## config.mk

```make
export PLATFORM = sky130hd
export DESIGN_NAME = apu_ctrl
export DESIGN_NICKNAME = d
export VERILOG_FILES = /design/src/design/apu_pkg.sv /design/src/design/apu_ctrl.sv
export SDC_FILE = /design/constraint.sdc
export NUM_CORES = 1
export LEC_CHECK = 0
export BUFFER_PORTS_ARGS = -buffer_cell sky130_fd_sc_hd__buf_2
export CAP_MARGIN = 0
export CELL_PAD_IN_SITES_DETAIL_PLACEMENT = 1
export CELL_PAD_IN_SITES_GLOBAL_PLACEMENT = 1
export CORE_MARGIN = 2
export CORE_UTILIZATION = 35
export DETAILED_ROUTE_END_ITERATION = 12
export GPL_ROUTABILITY_DRIVEN = 0
export PLACE_DENSITY_LB_ADDON = 0.1
export SLEW_MARGIN = 20
export SYNTH_ARGS = -nofsm -noshare
export SYNTH_HDL_FRONTEND = slang
export SYNTH_SLANG_ARGS = --single-unit
```

## constraint.sdc

```tcl
create_clock -name clock -period 2.5 [get_ports clock]
set_clock_uncertainty 0.15 [all_clocks]
set_input_delay 0.25 -clock clock [delete_from_list [all_inputs] [get_ports clock]]
set_output_delay 0.25 -clock clock [all_outputs]
set_load 0.005 [all_outputs]
```

## src/design/apu_pkg.sv

```systemverilog
// ----------------------------------------------------------------------------
// apu_pkg
// Shared types and constants of the adagrad parameter update engine: word
// formats, command codes, table row layout and controller interface.
// ----------------------------------------------------------------------------
package apu_pkg;

   localparam int unsigned NUM_FEATURES_DEFAULT = 1024;
   localparam int unsigned FRAC_BITS = 16;

   localparam int unsigned IDX_W = 10;
   localparam int unsigned GRAD_W = 32;
   localparam int unsigned STEP_W = 24;
   localparam int unsigned PARAM_W = 32;
   localparam int unsigned ACC_W = 48;

   localparam int unsigned RAD_W = 80;
   localparam int unsigned ROOT_W = 41;
   localparam int unsigned PROD_W = 64;
   localparam int unsigned DVD_W = 56;
   localparam int unsigned ROOT_STEPS = 40;
   localparam int unsigned DIV_STEPS = 56;
   localparam int unsigned ITER_W = 6;

   localparam logic [STEP_W-1:0] DEFAULT_STEP_RESET = 24'd65536;

   localparam logic [1:0] CMD_UPDATE = 2'd0;
   localparam logic [1:0] CMD_SET_STEP = 2'd1;
   localparam logic [1:0] CMD_READ = 2'd2;
   localparam logic [1:0] CMD_UNUSED = 2'd3;

   typedef struct packed {
      logic [1:0]               command;
      logic [IDX_W-1:0]         feature_index;
      logic signed [GRAD_W-1:0] gradient;
      logic [STEP_W-1:0]        step_size;
   } req_type;

   typedef struct packed {
      logic signed [PARAM_W-1:0] param_value;
      logic [ACC_W-1:0]          sq_grad_sum;
      logic                      saturated;
   } rsp_type;

   typedef struct packed {
      logic [ACC_W-1:0]   sq;
      logic [PARAM_W-1:0] param;
      logic [STEP_W-1:0]  step;
      logic               step_valid;
   } row_type;

   localparam int unsigned ROW_W = $bits(row_type);

   typedef struct packed {
      logic clear;
      logic accept;
      logic read;
      logic square;
      logic accum;
      logic root_init;
      logic root_step;
      logic div_init;
      logic div_step;
      logic finish_upd;
      logic finish_other;
   } ctl_type;

   typedef struct packed {
      logic clear_last;
      logic update;
      logic root_last;
      logic div_last;
   } sts_type;

endpackage

```

## src/design/apu_ctrl.sv

```systemverilog
// ----------------------------------------------------------------------------
// apu_ctrl
// Controller state machine: table clearing, command sequencing and the
// square root and division iterations of an update.
// ----------------------------------------------------------------------------
module apu_ctrl (
   input  logic             clock,
   input  logic             reset,
   input  logic             start,
   input  apu_pkg::sts_type sts,
   output apu_pkg::ctl_type ctl,
   output logic             busy
);

   typedef enum logic [8:0] {
      ST_CLEAR = 9'b000000001,
      ST_IDLE  = 9'b000000010,
      ST_READ  = 9'b000000100,
      ST_EXEC  = 9'b000001000,
      ST_ACC   = 9'b000010000,
      ST_RINIT = 9'b000100000,
      ST_ROOT  = 9'b001000000,
      ST_DINIT = 9'b010000000,
      ST_DIV   = 9'b100000000
   } state_type;

   state_type state_ff;
   state_type state_in;
   logic      fin_ff;
   logic      fin_in;

   always_comb begin
      state_in = state_ff;
      fin_in   = 1'b0;
      ctl      = '0;
      unique case (state_ff)
         ST_CLEAR: begin
            ctl.clear = 1'b1;
            if (sts.clear_last) begin
               state_in = ST_IDLE;
            end
         end
         ST_IDLE: begin
            if (start) begin
               ctl.accept = 1'b1;
               state_in   = ST_READ;
            end
         end
         ST_READ: begin
            ctl.read = 1'b1;
            state_in = ST_EXEC;
         end
         ST_EXEC: begin
            if (sts.update) begin
               ctl.square = 1'b1;
               state_in   = ST_ACC;
            end else begin
               ctl.finish_other = 1'b1;
               state_in         = ST_IDLE;
            end
         end
         ST_ACC: begin
            ctl.accum = 1'b1;
            state_in  = ST_RINIT;
         end
         ST_RINIT: begin
            ctl.root_init = 1'b1;
            state_in      = ST_ROOT;
         end
         ST_ROOT: begin
            ctl.root_step = 1'b1;
            if (sts.root_last) begin
               state_in = ST_DINIT;
            end
         end
         ST_DINIT: begin
            ctl.div_init = 1'b1;
            state_in     = ST_DIV;
         end
         ST_DIV: begin
            if (fin_ff) begin
               ctl.finish_upd = 1'b1;
               state_in       = ST_IDLE;
            end else begin
               ctl.div_step = 1'b1;
               fin_in       = sts.div_last;
            end
         end
         default: begin
            state_in = ST_IDLE;
         end
      endcase
   end

   always_ff @(posedge clock) begin
      if (reset) begin
         state_ff <= ST_CLEAR;
         fin_ff   <= 1'b0;
      end else begin
         state_ff <= state_in;
         fin_ff   <= fin_in;
      end
   end

   assign busy = (state_ff != ST_IDLE);

endmodule

```

==> flow_metrics.tcl, run 1 <==
set metrics [dict create \
    clk_pin_slew_ns 0.07 \
    yosysUniqueCellTypes 32 \
    post_drt_wl_per_cell_um 14.0 \
    fmax_mhz 449 \
    synth_top_family_by_area "simple AND/OR/NAND/NOR gates" \
    post_cts_buffers 0 \
    peakVddDrop_mv 0.318 \
    diodes 0 \
    synthArstFlopShare_pct 0 \
    track_usage_pct 17.2 \
    cts_resized 0 \
    rows 15 \
    min_path_cells 2 \
    start_util_pct 37.0 \
    grt_setup_unrepaired "false" \
    drive_gt1_share_pct 29.7 \
    cp-end-kind "output port" \
    critPathMaxFanout 7 \
    nNetsFinal 99 \
    postPlaceCellArea_sq_um 722 \
    ctsHtreeMaxLevel 1 \
    r2r_end "state_ff[1]$_SDFFE_PP0P_" \
    combPwrFrac_pct 14.1 \
    synth_warnings 0 \
    min_from "sts[0]" \
    switchingPower_mw 0.0955 \
    p_sw_share_pct 25.7 \
    clockBufferDepth 2 \
    power_leakage_nw 0.355 \
    final-hold-violation-count 0 \
    grt.overflow.total 0 \
    cts_tree "built" \
    grt_max_degree 10 \
    reg2reg_depth 4 \
    min_to "fin_ff$_SDFF_PP0_" \
    timing.final.crit_share_pct 89.1 \
    synth_xor_area_share_pct 2.77 \
    drv_cap 0 \
    syn_nets 80 \
    synthMuxAreaShare_pct 0 \
    finalSetupTns_ns 0 \
    syn-cell-area_sq_um 632 \
    arrival_ns 1.83 \
    coreArea_sq_um 1710 \
    dieHeight_um 46.5 \
    grt_pass1_vias 585 \
    startpoint_type "flip-flop" \
    antenna_left 0 \
    ys_seq_area_share_pct 31.7 \
    fin_area_sq_um 758 \
    worstMarginPinSlew_ns 0.669 \
    hold_path_class "input port to flip-flop" \
    rr_startpoint "state_ff[6]$_SDFFE_PP0P_" \
    post-route-util_pct 44.4 \
    layout_common_cells "buf_2, dfxtp_1" \
    cts_sinks 10 \
    cpMaxStageDelayCell "nor4_1" \
    min_period_ns 2.23 \
    finalPower_mw 0.372 \
    die_x_um 46.5 \
    crit_required_ns 2.10 \
    r2r_slack_ns 0.42 \
    internal-power_mw 0.276 \
    vias_per_cell 5.30 \
    syn2layout_area_growth_pct 20.0 \
    hold_buffers 0 \
    die-area_sq_um 2160 \
    clock_latency_ns 0.26 \
    synth_compound_area_share_pct 10.1 \
    root_buffer "clkbuf_4" \
    grt_pass1_wl_um 2600 \
    io_buffers 18 \
    drc 0 \
    seqPwrFrac_pct 46.4 \
    drt_iter0_drc 8 \
    synth_ff_type "dfxtp_1" \
    cts_buffers 3 \
    ios 19 \
    synth_edf_count 0 \
    critPathKind "flip-flop to output port" \
    hold_ws_ns 0.0904 \
    final_common_cell "buf_2" \
    synth-adder-area-share_pct 0 \
    drtPass1Iterations 3 \
    antenna_found_initial 0 \
    synthSimpleGateAreaFrac_pct 46.9 \
    status "complete, no violations" \
    setup_viol_count_final 0 \
    syn_area_per_cell_sq_um 8.66 \
    syn_inst 73 \
    hpwlAfterDp_um 1240 \
    worstPathCellList "nor4_1 > nand4b_1 > inv_1 > buf_2" \
    vias 615 \
    p_per_area_nw_per_um2 490 \
    max_stage_delay_ns 0.63 \
    synth-seq-cells 10 \
    slew_headroom_pct 55.0 \
    slew_viol_final 0 \
    power.share.clock_pct 39.5 \
    routed_wl_um 1630 \
]
worst max-delay path: cells and delay by family (launching register included):
| kind | cells | cell delay [ns] |
|---|---|---|
| AND/OR/NAND/NOR | 2 | 0.97 |
| flip-flops | 1 | 0.37 |
| buffers and inverters | 2 | 0.22 |
worst max-delay path by stage:
stage	startpoint	end	slack (ns)	cells after the start
after detailed placement	state_ff[6]$_SDFFE_PP0P_	state_ff[1]$_SDFFE_PP0P_	0.43	4
after global routing	state_ff[6]$_SDFFE_PP0P_	ctl[2]	0.06	4
after CTS	state_ff[6]$_SDFFE_PP0P_	ctl[2]	0.27	4
after global placement	state_ff[6]$_SDFFE_PP0P_	state_ff[1]$_SDFFE_PP0P_	0.53	4
after floorplan	state_ff[4]$_SDFFE_PP0P_	state_ff[1]$_SDFFE_PP0P_	0.68	5
final	state_ff[6]$_SDFFE_PP0P_	ctl[2]	0.27	4
final cells by class:
type,count,area (sq um)
clock buffer,4,36.3
fill,224,950
inverter,6,22.5
multi-input combinational,53,378
sequential,10,200
tap,25,31.3
timing repair buffer,18,90.1
flip-flops by register name, indices dropped and copies added, names as in the netlist:
name	flops
fin_ff	1
state_ff	9
Yosys cell counts, types with 2 or more instances:
cell,number,area [sq um]
nor4b_1,2,17.5
and4_1,2,17.5
o21ai_0,2,10.0
nand3_1,3,15.0
nor3b_1,6,45.0
inv_1,6,22.5
nand2_1,2,7.51
dfxtp_1,10,200
a21oi_1,2,10.0
nand4b_1,4,35.0
buf_4,2,15.0
xor2_1,2,17.5
nor2_1,6,22.5
nor3_1,6,30.0
stage by stage:
step	instances	setup WS, ns
6_report	116	0.273
5_1_grt	116	0.0573
4_1_cts	116	0.267
3_5_place_dp	112	0.435
3_3_place_gp	112	0.532
2_1_floorplan	73	0.680
kinds of logic (layout without fill, tap and decap cells):
logic type | Yosys count | after routing
AND/OR/NAND/NOR | 42 | 42
AO/OA/AOI/OAI | 9 | 9
buffers and inverters | 10 | 28
XOR/XNOR | 2 | 2
flip-flops | 10 | 10
power by group through the flow:
stage	Sequential (mW)	Clock [mW]	Combinational, mW
after floorplan	0.171	0	0.0406
after global placement	0.177	0	0.0522
after detailed placement	0.176	0	0.0526
after CTS	0.173	0.150	0.0528
after global routing	0.174	0.159	0.0595
final	0.173	0.147	0.0525
metal layers:
metal	global-route usage, %	routed length (um)	part of all wire [%]
met5	0	0	0
met4	10.3	12	0.74
met3	2.35	54	3.3
met2	25.6	773	48
met1	23.2	786	48
No activity file was read; power rests on OpenSTA's default activity.
==> inputs of run 2 (changes only) <==
PLACE_DENSITY_LB_ADDON = 0.08   (was 0.1)
SKIP_CTS_REPAIR_TIMING = 1   (was default)
==> flow_metrics.tcl, run 2 (synthesized netlist as in run 1, its figures left out) <==
set metrics [dict create \
    hold_path_class "input port to flip-flop" \
    syn2layout_area_growth_pct 20.0 \
    postPlaceCellArea_sq_um 722 \
    slew_headroom_pct 55.0 \
    rr_startpoint "state_ff[6]$_SDFFE_PP0P_" \
    die_x_um 46.5 \
    clock_latency_ns 0.27 \
    worstPathCellList "nor4_1 > nand4b_1 > inv_1 > buf_2" \
    max_stage_delay_ns 0.63 \
    final-hold-violation-count 0 \
    arrival_ns 1.88 \
    drv_cap 0 \
    dieHeight_um 46.5 \
    final_common_cell "buf_2" \
    drc 0 \
    start_util_pct 37.0 \
    io_buffers 18 \
    grt_setup_unrepaired "false" \
    vias 630 \
    timing.final.crit_share_pct 91.3 \
    clk_pin_slew_ns 0.07 \
    grt_pass1_vias 572 \
    cpMaxStageDelayCell "nor4_1" \
    ctsHtreeMaxLevel 1 \
    cts_buffers 3 \
    grt_pass1_wl_um 2540 \
    track_usage_pct 17.3 \
    grt.overflow.total 0 \
    power_leakage_nw 0.355 \
    vias_per_cell 5.43 \
    drive_gt1_share_pct 29.7 \
    post_drt_wl_per_cell_um 14.3 \
    r2r_slack_ns 0.36 \
    clockBufferDepth 2 \
    reg2reg_depth 4 \
    hpwlAfterDp_um 1310 \
    worstMarginPinSlew_ns 0.668 \
    fmax_mhz 438 \
    dp_slack_ns 0.410 \
    coreArea_sq_um 1710 \
    die-area_sq_um 2160 \
    cp-end-kind "output port" \
    peakVddDrop_mv 0.309 \
    crit_path_start "state_ff[6]$_SDFFE_PP0P_" \
    slew_viol_final 0 \
    min_path_cells 2 \
    nNetsFinal 99 \
    cts_sinks 10 \
    ios 19 \
    fin_area_sq_um 758 \
    largest_registers "state_ff x9, fin_ff x1" \
    finalSetupTns_ns 0 \
    setup_ws_ns 0.219 \
    drtPass1Iterations 4 \
    layout_common_cells "buf_2, dfxtp_1" \
    min_from "sts[0]" \
    cts_tree "built" \
    antenna_left 0 \
    min_period_ns 2.28 \
    setup_viol_count_final 0 \
    antenna_found_initial 0 \
    diodes 0 \
    startpoint_type "flip-flop" \
    rows 15 \
    routed_wl_um 1660 \
    status "complete, no violations" \
    p_per_area_nw_per_um2 495 \
    largest_reg_flops 9 \
    grt_max_degree 10 \
    root_buffer "clkbuf_4" \
    crit_required_ns 2.10 \
    critPathMaxFanout 7 \
    drt_iter0_drc 5 \
    critPathKind "flip-flop to output port" \
    largest-register "state_ff" \
]
==> run 2: cell counts in the layout (fill, tap and decap cells not counted) <==
No cell type changed its count.
==> run 2: per-layer routing <==
layer  up-vias  routed length, um  global-route usage [%]
met5         -                  0                       0
met2        20                769                    27.8
met4         0                 34                    8.57
met1       296                768                    21.0
met3         5                 86                    4.71
li1        309                  -                       -
==> run 2: worst paths after layout <==
check                                                end
worst max-delay path                              ctl[2]
worst min-delay path                   fin_ff$_SDFF_PP0_
worst max register to register  state_ff[1]$_SDFFE_PP0P_
worst min register to register  state_ff[1]$_SDFFE_PP0P_
==> run 2: power breakdown <==
group / switching (mW) / internal [mW] / total, mW
sequential: 0.00895 / 0.164 / 0.173
clock: 0.0614 / 0.0886 / 0.150
combinational: 0.0282 / 0.0242 / 0.0524
total: 0.0986 / 0.276 / 0.375
==> run 2: metrics by stage <==
| step | total power [mW] | instances | utilization, % | hold WS, ns |
|---|---|---|---|---|
| 2_1_floorplan | 0.211 | 73 | - | 0.248 |
| 3_3_place_gp | 0.229 | 112 | 42.3 | 0.372 |
| 3_5_place_dp | 0.229 | 112 | 42.3 | 0.383 |
| 4_1_cts | 0.379 | 116 | 44.4 | 0.0953 |
| 5_1_grt | 0.394 | 116 | 44.4 | 0.0855 |
| 6_report | 0.375 | 116 | 44.4 | 0.0936 |
==> run 2: final cells by class <==
| class | count | area (sq um) |
|---|---|---|
| Fill cell | 213 | 950 |
| Multi-Input combinational cell | 53 | 378 |
| Sequential cell | 10 | 200 |
| Timing Repair Buffer | 18 | 90.1 |
| Clock buffer | 4 | 36.3 |
| Tap cell | 25 | 31.3 |
| Inverter | 6 | 22.5 |
==> run 2: critical path, delay by kind of cell, from the launching register on <==
| kind | cells | cell delay [ns] |
|---|---|---|
| flip-flops | 1 | 0.37 |
| buffers and inverters | 2 | 0.22 |
| AND/OR/NAND/NOR | 2 | 1.01 |
==> inputs of run 3 (changes only) <==
--- a/constraint.sdc
+++ b/constraint.sdc
@@ -4,2 +4,2 @@
 set_output_delay 0.25 -clock clock [all_outputs]
-set_load 0.005 [all_outputs]
+set_load 0.05 [all_outputs]
==> flow_metrics.tcl, run 3 (synthesized netlist as in run 1, its figures left out) <==
set metrics [dict create \
    status "complete, no violations" \
    p_sw_share_pct 30.9 \
    peakVddDrop_mv 0.252 \
    min_to "fin_ff$_SDFF_PP0_" \
    die_x_um 46.5 \
    p_per_area_nw_per_um2 466 \
    grt_pass1_wl_um 2670 \
    hold_path_class "input port to flip-flop" \
    r2r_slack_ns 0.58 \
    crit_required_ns 2.10 \
    critPathKind "flip-flop to output port" \
    power.share.clock_pct 30.7 \
    cpMaxStageDelayCell "or4_4" \
    io_buffers 18 \
    arrival_ns 1.88 \
    root_buffer "clkbuf_4" \
    drc 0 \
    grt_setup_unrepaired "false" \
    clk_pin_slew_ns 0.06 \
    grt.overflow.total 0 \
    antenna_found_initial 0 \
    crit_buf_inv 1 \
    nNetsFinal 100 \
    vias_per_cell 5.31 \
    r2r_end "state_ff[1]$_SDFFE_PP0P_" \
    vias 616 \
    finalSetupTns_ns 0 \
    internal-power_mw 0.246 \
    die-area_sq_um 2160 \
    worstMarginPinSlew_ns 0.425 \
    ctsHtreeMaxLevel 1 \
    grt_pass1_vias 620 \
    largest_reg_flops 9 \
    drv_cap 0 \
    fill_cells 216 \
    reg2reg_depth 4 \
    critPathMaxFanout 7 \
    coreArea_sq_um 1710 \
    combPwrFrac_pct 20.7 \
    startpoint_type "flip-flop" \
    power_leakage_nw 0.355 \
    hold_ws_ns 0.0939 \
    layout_common_cells "buf_2, dfxtp_1, nor3_1, inv_1, nor3b_1" \
    setup_viol_count_final 0 \
    slew_headroom_pct 71.4 \
    hpwlAfterDp_um 1250 \
    dieHeight_um 46.5 \
    post_drt_wl_per_cell_um 14.0 \
    final_common_cell "buf_2" \
    cp_top_family "simple AND/OR/NAND/NOR gates" \
    drtPass1Iterations 2 \
    antenna_left 0 \
    min_path_cells 2 \
    fmax_mhz 439 \
    switchingPower_mw 0.110 \
    largest_registers "state_ff x9, fin_ff x1" \
    min_from "sts[0]" \
    clock_latency_ns 0.26 \
    ios 19 \
    timing.final.crit_share_pct 91.1 \
    cp-end-kind "output port" \
    min_period_ns 2.28 \
    cts_tree "built" \
    seqPwrFrac_pct 48.6 \
    grt_max_degree 10 \
    rows 15 \
    cts_sinks 10 \
    syn2layout_area_growth_pct 21.2 \
    worstPathCellList "or4_4 > nor2_1 > and4_1 > buf_2" \
    rr_startpoint "state_ff[6]$_SDFFE_PP0P_" \
    routed_wl_um 1630 \
    cts_buffers 3 \
    diodes 0 \
    drive_gt1_share_pct 31.9 \
    largest-register "state_ff" \
    final-hold-violation-count 0 \
    start_util_pct 37.0 \
    drt_iter0_drc 4 \
    clockBufferDepth 2 \
    max_stage_delay_ns 0.59 \
    track_usage_pct 17.9 \
    slew_viol_final 0 \
]
==> run 3: cell type report <==
type	count	area, sq um	area share, %
inverters	6	22.5	2.94
clock buffers	3	22.5	2.94
flip-flops and latches	10	200	26.1
well taps	25	31.3	4.08
multi-input cells	53	392	51.1
repair buffers	19	97.6	12.7
==> run 3: power groups by stage <==
stage,clock network [mW],registers (mW),logic (mW)
2_1_floorplan,0,0.171,0.0593
3_3_place_gp,0,0.176,0.0738
3_5_place_dp,0,0.177,0.0737
4_1_cts,0.113,0.173,0.0740
5_1_grt,0.121,0.174,0.0806
6_report,0.109,0.173,0.0740
==> run 3: routing by layer <==
metal  up-vias  routed length (um)  track usage (%)
met5         -                   0                0
met4         0                  26             11.4
met3         4                  61             3.53
met2        11                 757             27.8
met1       292                 780             22.2
li1        309                   -                -
==> run 3: how the worst max path moves through the flow <==
stage	slack [ns]	endpoint	depth (start not counted)	startpoint
floorplan	0.08	ctl[1]	3	state_ff[4]$_SDFFE_PP0P_
CTS	0.1	ctl[2]	4	state_ff[6]$_SDFFE_PP0P_
global route	0.14	ctl[7]	4	state_ff[6]$_SDFFE_PP0P_
detailed placement	0.38	ctl[2]	4	state_ff[6]$_SDFFE_PP0P_
global placement	0.45	ctl[9]	4	state_ff[6]$_SDFFE_PP0P_
finish	0.22	ctl[7]	4	state_ff[6]$_SDFFE_PP0P_
==> run 3: through the flow <==
step	cell area, sq um	instances	power, mW	util, %	setup WS [ns]
floorplan	639	73	0.230	-	0.0761
global placement	737	113	0.250	43.2	0.454
finish	766	116	0.357	44.8	0.223
CTS	759	116	0.361	44.5	0.0980
detailed placement	737	113	0.251	43.2	0.383
global route	766	116	0.376	44.8	0.145
